`src/rtl/ffpa_pkg.sv`:
```
// ----------------------------------------------------------------------------
// ffpa_pkg
// Shared types, widths and codes for the first-fit page allocator.
// ----------------------------------------------------------------------------
package ffpa_pkg;

    localparam int NUM_PAGES_DEF = 1024;
    localparam int PAGE_BYTES    = 4096;

    localparam int SIZE_W      = 23;
    localparam int PAGE_W      = 10;
    localparam int FREED_W     = 11;
    localparam int HARD_W      = 10;
    localparam int SMALL_W     = 13;
    localparam int CFG_DATA_W  = 13;
    localparam int CFG_IDX_W   = 1;

    localparam logic [CFG_IDX_W-1:0] CFG_HARD_LIMIT  = 1'b0;
    localparam logic [CFG_IDX_W-1:0] CFG_SMALL_LIMIT = 1'b1;

    localparam logic [HARD_W-1:0]  HARD_LIMIT_RST  = 10'd0;
    localparam logic [SMALL_W-1:0] SMALL_LIMIT_RST = 13'd2048;

    typedef enum logic [2:0] {
        ST_OK       = 3'd0,
        ST_NO_SPACE = 3'd1,
        ST_NOTHING  = 3'd2,
        ST_BLOCK    = 3'd3,
        ST_ZERO     = 3'd4,
        ST_INVALID  = 3'd5
    } status_t;

    typedef enum logic {
        MODE_ALLOC = 1'b0,
        MODE_FREE  = 1'b1
    } mode_t;

    typedef struct packed {
        mode_t               mode;
        logic [SIZE_W-1:0]   size_bytes;
        logic [PAGE_W-1:0]   page_index;
    } in_t;

    typedef struct packed {
        status_t             status;
        logic [PAGE_W-1:0]   start_page;
        logic [FREED_W-1:0]  freed_pages;
    } out_t;

    typedef enum logic [2:0] {
        S_CLEAR,
        S_IDLE,
        S_CHECK,
        S_FREE_CHK,
        S_SCAN,
        S_SCAN_CHK,
        S_DONE
    } state_t;

    // controller -> datapath
    typedef struct packed {
        logic clr_en;
        logic capture;
        logic check;
        logic free_chk;
        logic scan_rd;
        logic scan_chk;
        logic load_out;
    } ctrl_cmd_t;

    // datapath -> controller
    typedef struct packed {
        logic clr_last;
        logic early_done;
        logic is_free;
        logic idx_out;
        logic fit;
        logic out_free;
    } dp_sts_t;

endpackage

```
`src/rtl/ffpa_ctrl.sv`:
```
// ----------------------------------------------------------------------------
// ffpa_ctrl
// Sequencer: table clear after reset, request decode, free lookup and
// first-fit scan, then hand-off to the result register.
// ----------------------------------------------------------------------------
module ffpa_ctrl (
    input  logic                aclk,
    input  logic                aresetn,
    input  logic                s_valid,
    output logic                s_ready,
    input  ffpa_pkg::dp_sts_t   sts,
    output ffpa_pkg::ctrl_cmd_t cmd
);

    ffpa_pkg::state_t state_reg, state_next;

    always_ff @(posedge aclk) begin
        if (!aresetn) begin
            state_reg <= ffpa_pkg::S_CLEAR;
        end else begin
            state_reg <= state_next;
        end
    end

    always_comb begin
        state_next = state_reg;
        unique case (state_reg)
            ffpa_pkg::S_CLEAR: begin
                if (sts.clr_last) state_next = ffpa_pkg::S_IDLE;
            end
            ffpa_pkg::S_IDLE: begin
                if (s_valid) state_next = ffpa_pkg::S_CHECK;
            end
            ffpa_pkg::S_CHECK: begin
                if (sts.early_done)   state_next = ffpa_pkg::S_DONE;
                else if (sts.is_free) state_next = ffpa_pkg::S_FREE_CHK;
                else                  state_next = ffpa_pkg::S_SCAN;
            end
            ffpa_pkg::S_FREE_CHK: begin
                state_next = ffpa_pkg::S_DONE;
            end
            ffpa_pkg::S_SCAN: begin
                if (sts.idx_out) state_next = ffpa_pkg::S_DONE;
                else             state_next = ffpa_pkg::S_SCAN_CHK;
            end
            ffpa_pkg::S_SCAN_CHK: begin
                if (sts.fit) state_next = ffpa_pkg::S_DONE;
                else         state_next = ffpa_pkg::S_SCAN;
            end
            ffpa_pkg::S_DONE: begin
                if (sts.out_free) state_next = ffpa_pkg::S_IDLE;
            end
            default: state_next = ffpa_pkg::S_CLEAR;
        endcase
    end

    always_comb begin
        cmd     = '0;
        s_ready = 1'b0;
        unique case (state_reg)
            ffpa_pkg::S_CLEAR:    cmd.clr_en = 1'b1;
            ffpa_pkg::S_IDLE: begin
                s_ready     = 1'b1;
                cmd.capture = s_valid;
            end
            ffpa_pkg::S_CHECK:    cmd.check    = 1'b1;
            ffpa_pkg::S_FREE_CHK: cmd.free_chk = 1'b1;
            ffpa_pkg::S_SCAN:     cmd.scan_rd  = 1'b1;
            ffpa_pkg::S_SCAN_CHK: cmd.scan_chk = 1'b1;
            ffpa_pkg::S_DONE:     cmd.load_out = sts.out_free;
            default: begin
                cmd     = '0;
                s_ready = 1'b0;
            end
        endcase
    end

endmodule

```
`config.mk`:
```
export PLATFORM = sky130hd
export DESIGN_NAME = ffpa_ctrl
export DESIGN_NICKNAME = d
export VERILOG_FILES = /design/src/rtl/ffpa_pkg.sv /design/src/rtl/ffpa_ctrl.sv
export SDC_FILE = /design/constraint.sdc
export NUM_CORES = 1
export LEC_CHECK = 0
export ABC_CLOCK_PERIOD_IN_PS = 1200
export BUFFER_PORTS_ARGS = -buffer_cell sky130_fd_sc_hd__buf_2
export CAP_MARGIN = 0
export CORE_AREA = 2 2 39 41
export CTS_BUF_LIST = sky130_fd_sc_hd__clkbuf_8
export DETAILED_ROUTE_END_ITERATION = 16
export DIE_AREA = 0 0 41 43
export GPL_TIMING_DRIVEN = 1
export PLACE_DENSITY = 0.46
export SETUP_SLACK_MARGIN = 0.4
export SYNTH_ARGS = -nofsm -noshare
export SYNTH_HDL_FRONTEND = slang
export SYNTH_SLANG_ARGS = --single-unit
```
`constraint.sdc`:
```
create_clock -name aclk -period 1.2 [get_ports aclk]
set_clock_uncertainty 0.2 [all_clocks]
set_input_delay 0.06 -clock aclk [delete_from_list [all_inputs] [get_ports aclk]]
set_output_delay 0.06 -clock aclk [all_outputs]
set_load 0.1 [all_outputs]
```
Yosys cells after proc, flatten, opt, wreduce, memory -nomap -nowiden
Index checks and enable logic that the tools add are counted.
- flip-flop bits (word level): 3
- input bits: 9
- word-level logic and storage cells: 28
- equal/unequal tests: 9
- muxes and demuxes: 16
- reduce and logical (&&, ||, !) cells: 2
- operator list (kind ; count):
    $pmux W3 S7 ; 1
    $mux W3 ; 5
    $eq A3 B3 Y1 const B ; 3
    $mux W1 ; 8
    $eq A3 B2 Y1 const B ; 2
    $ne A2 B2 Y1 const B ; 3
    $mux W2 ; 2
    $eq A3 B1 Y1 const B ; 1
    $logic_not A3 Y1 ; 1
    $reduce_and A3 Y1 ; 1

Depth between registers and ports, before layout
- word-level depth: 3
- gate-level depth with buffers: 5
- depth with buffers taken out: 4

Worst setup path before layout
No wires, ideal clock.
- path kind: register to register
- start: reg state_reg[1]
- end: reg state_reg[0]
- library setup time: 84 ps
- data arrival time: 2894 ps
- required time: 916 ps
- path slack: -1978 ps
- cell stages (with the launch flop): 5
- clock period less this slack: 3178 ps
- path through: dfxtp_1 -> buf_2 -> nor3_1 -> nand3b_1 -> o31ai_2
- longest elaborated chain between the ends: 3
- elaborated cells between the ends (all ways): 12
- classes of those cells: 9 x eq/ne; 1 x mux; 2 x reduce/logical
- RTL lines (element ; RTL line ; text):
    start, declared ; ffpa_ctrl.sv:15 ; ffpa_pkg::state_t state_reg, state_next;
    start signal, assigned ; ffpa_ctrl.sv:19 ; state_reg <= ffpa_pkg::S_CLEAR;
    start signal, assigned ; ffpa_ctrl.sv:21 ; state_reg <= state_next;
    $eq A3 B3 Y1, or another cell as far along ; ffpa_ctrl.sv:27 ; unique case (state_reg)
    $ne A2 B2 Y1 (no source line) ; -- ;
    $reduce_and A3 Y1 (no source line) ; -- ;
Parallel ways exist; a longest one is shown, timed or not.
A chain may end at the register's enable or synchronous reset.

Worst setup path after layout
- start: reg state_reg[0]
- end: reg state_reg[1]
Same word-level chain as after synthesis.

==> results.cfg <==
[drt]
drc_errors = 0
dr.pass1.iters = 4
route.detailed.wl_per_inst_microns = 13.0
detailroute.via_count = 447
detail_route.wirelength_mm = 1.19
routed_via_density = 4.91
drt.antenna.violating_nets = 0
initialDrtViolationCount = 13

[sta]
grt_setup_unrepaired = true
worst_slew_margin_rel_pct = 83.3
timing.final.hold_violations = 3
drv_slew = 0
achievable-frequency_mhz = 714
fin_ws_ps = -200
worst-slew-pin-transition_ps = 247
post_route_minimum_period_ps = 1400
setup_violations = 10
post-route-period-util_pct = 117
timing.hold.ws_ps = -49.2

[worst_setup_path]
critPathMaxFanout = 6
worstPathBufferInverterCount = 1
slowest_cell_on_the_critical_path = dfxtp_4
startpoint_type = register
crit_family = flip-flops
critical-path-max-stage-delay_ps = 410
critical_path.cell_chain = buf_4 -> mux2i_1 -> nand2_1 -> nand3b_1 -> o21ai_1
timing_worst_setup_path_type = register to register
arrival_ps = 1300
endpoint_kind_of_the_worst_setup_timing_path = register
cp_data_required_time_ps = 1100

[power_and_ir_drop]
total_leakage_power_nw = 0.325
ir_worst_vdd_v = 0.00179
power_density_nw_per_um2 = 3220

[clocking]
cts.htree.levels = 1
clk_pin_slew_ps = 30
clock_path_buffers = 2
clock_latency_ps = 220
tritoncts_clock_tree = built
cts.sinks = 3
clock-root-buffer = clkbuf_8
cts-buffers-inserted = 3

[yosys]
synth.distinct_cells = 18
post_synth_inst_count = 41
synth_nets = 50
synth_sequential_area_ratio_pct = 21.1
synth-simple-area-share_pct = 43.0
yosys_warnings = 0
synth_top_family_by_area = simple AND/OR/NAND/NOR gates
synth_fa_ha_area_share_pct = 0
compound_cell_area_share_of_the_yosys_netlist_pct = 20.2
post_synth.cell_area_avg_sq_um = 6.96
mappedNetlistArea_sq_um = 285
synth_xor_area_share_pct = 0
yosys-mux-area-fraction_pct = 3.51
synth-seq-cells = 3

[status]
violations = negative hold slack, negative setup slack
result_of_the_run = complete, but fails checks

[finish]
antenna_cells_inserted = 0
layout.filler_cells = 125
largest_reg_flops = 3
nNetsFinal = 85
layout-area-overhead-vs-synth_pct = 169
mostFrequentLayoutCell = buf_4
layoutNonFillerInstCount = 91
final_layout_size_suffix_gt1_share_pct = 70.7
cell_area_after_layout_sq_um = 768
most-common-layout-cells = 10 x buf_4, 8 x buf_2, 8 x buf_12

[hold_path]
hold_path.class = input pin to register

[global_route]
pin_count_of_the_biggest_net_entering_global_routing = 9
grt_pass1_vias = 413
antenna_found_initial = 0
global_route.usage.total_pct = 15.3
gr-total-overflow = 0
grt_first_pass_wirelength_mm = 1.83

[job]
cap_viol_max_count = 0

[placement]
port_buffers = 16
dp_hpwl_microns = 727
place_inst = 79
post_dp_cell_area_sq_um = 611
place.gp.congestion = 0.804

[floorplanning]
initial_utilization_pct = 20.6
total_number_of_placement_rows = 14
die-height_microns = 43
design.die.area_sq_um = 1760
core_region_area_sq_um = 1380
num_io_pins = 17
die_w_microns = 41
[layout make-up]
cell class,count,area (sq um),share of cell area [%]
repair buffers,33,354,46.1
multi-input cells,33,263,34.2
flip-flops and latches,3,71.3,9.28
clock buffers,3,41.3,5.37
well taps,16,20.0,2.61
inverters,2,15.0,1.95
clock inverters,1,3.75,0.489
[stage by stage]
stage / power [mW] / setup TNS, ps / utilization (%) / worst slack (ps)
global route: 2.58 / -2280 / 55.5 / -258
global placement: 1.86 / -519 / 44.1 / -98.6
finish: 2.47 / -1840 / 55.5 / -200
floorplan: 1.32 / -2400 / - / -578
CTS: 2.35 / -1770 / 52.4 / -202
detailed placement: 1.86 / -670 / 44.1 / -131
[synth_stat cells]
library cell | n | area (sq um)
nand4b_1 | 1 | 8.76
nand3b_1 | 4 | 30.0
buf_2 | 1 | 5.00
inv_2 | 1 | 3.75
nand2_1 | 4 | 15.0
a21oi_1 | 4 | 20.0
and3_1 | 2 | 12.5
and3_2 | 2 | 15.0
inv_1 | 1 | 3.75
o21ai_1 | 1 | 5.00
o31ai_2 | 1 | 12.5
nor2_1 | 4 | 15.0
nor3_1 | 4 | 20.0
dfxtp_1 | 3 | 60.1
mux2i_1 | 1 | 10.0
o21ai_0 | 4 | 20.0
buf_6 | 2 | 22.5
nand2b_1 | 1 | 6.26
[power breakdown]
group / switching [mW] / leakage (nW) / total [mW] / internal [mW]
clock: 0.0709 / 0.0269 / 0.289 / 0.218
sequential: 0.112 / 0.0267 / 0.277 / 0.164
combinational: 1.07 / 0.271 / 1.91 / 0.838
[kinds of logic after synthesis]
kind of cell | after synthesis
and+or+nand+nor | 22
muxes | 1
buffers and inverters | 5
AOI/OAI and AO/OA | 10
DFF | 3
[worst paths after layout]
check | from | to | slack [ps] | cells after the start
worst max-delay path | state_reg[0] | state_reg[1] | -200 | 5
worst max register to register | state_reg[0] | state_reg[1] | -200 | 5
worst min-delay path | aresetn | state_reg[2] | -50 | 3
worst min register to register | state_reg[2] | state_reg[2] | 340 | 2
[worst register-to-register path: stages, from the launching register on]
cell and delay, ps:
dfxtp_4 410, buf_4 130, mux2i_1 210, nand2_1 100, nand3b_1 130, o21ai_1 90
[metal layers]
| metal | vias to the layer above | GRT usage (%) | share of wire [%] |
|---|---|---|---|
| met4 | 0 | 6.00 | 0.68 |
| met2 | 24 | 22.8 | 55 |
| met1 | 199 | 19.3 | 38 |
| met3 | 3 | 5.24 | 6.8 |
| met5 | - | 0 | 0 |
| li1 | 221 | - | - |
[timing repair]
action / CTS / global route
gates resized for setup: 15 / 7
endpoints found under the hold margin: 3 / 3
endpoints found under the setup margin: 11 / 11
buffers inserted: 5 / 3
pin swaps: 5 / 7
Note: power is estimated with default switching activity, not from simulation.
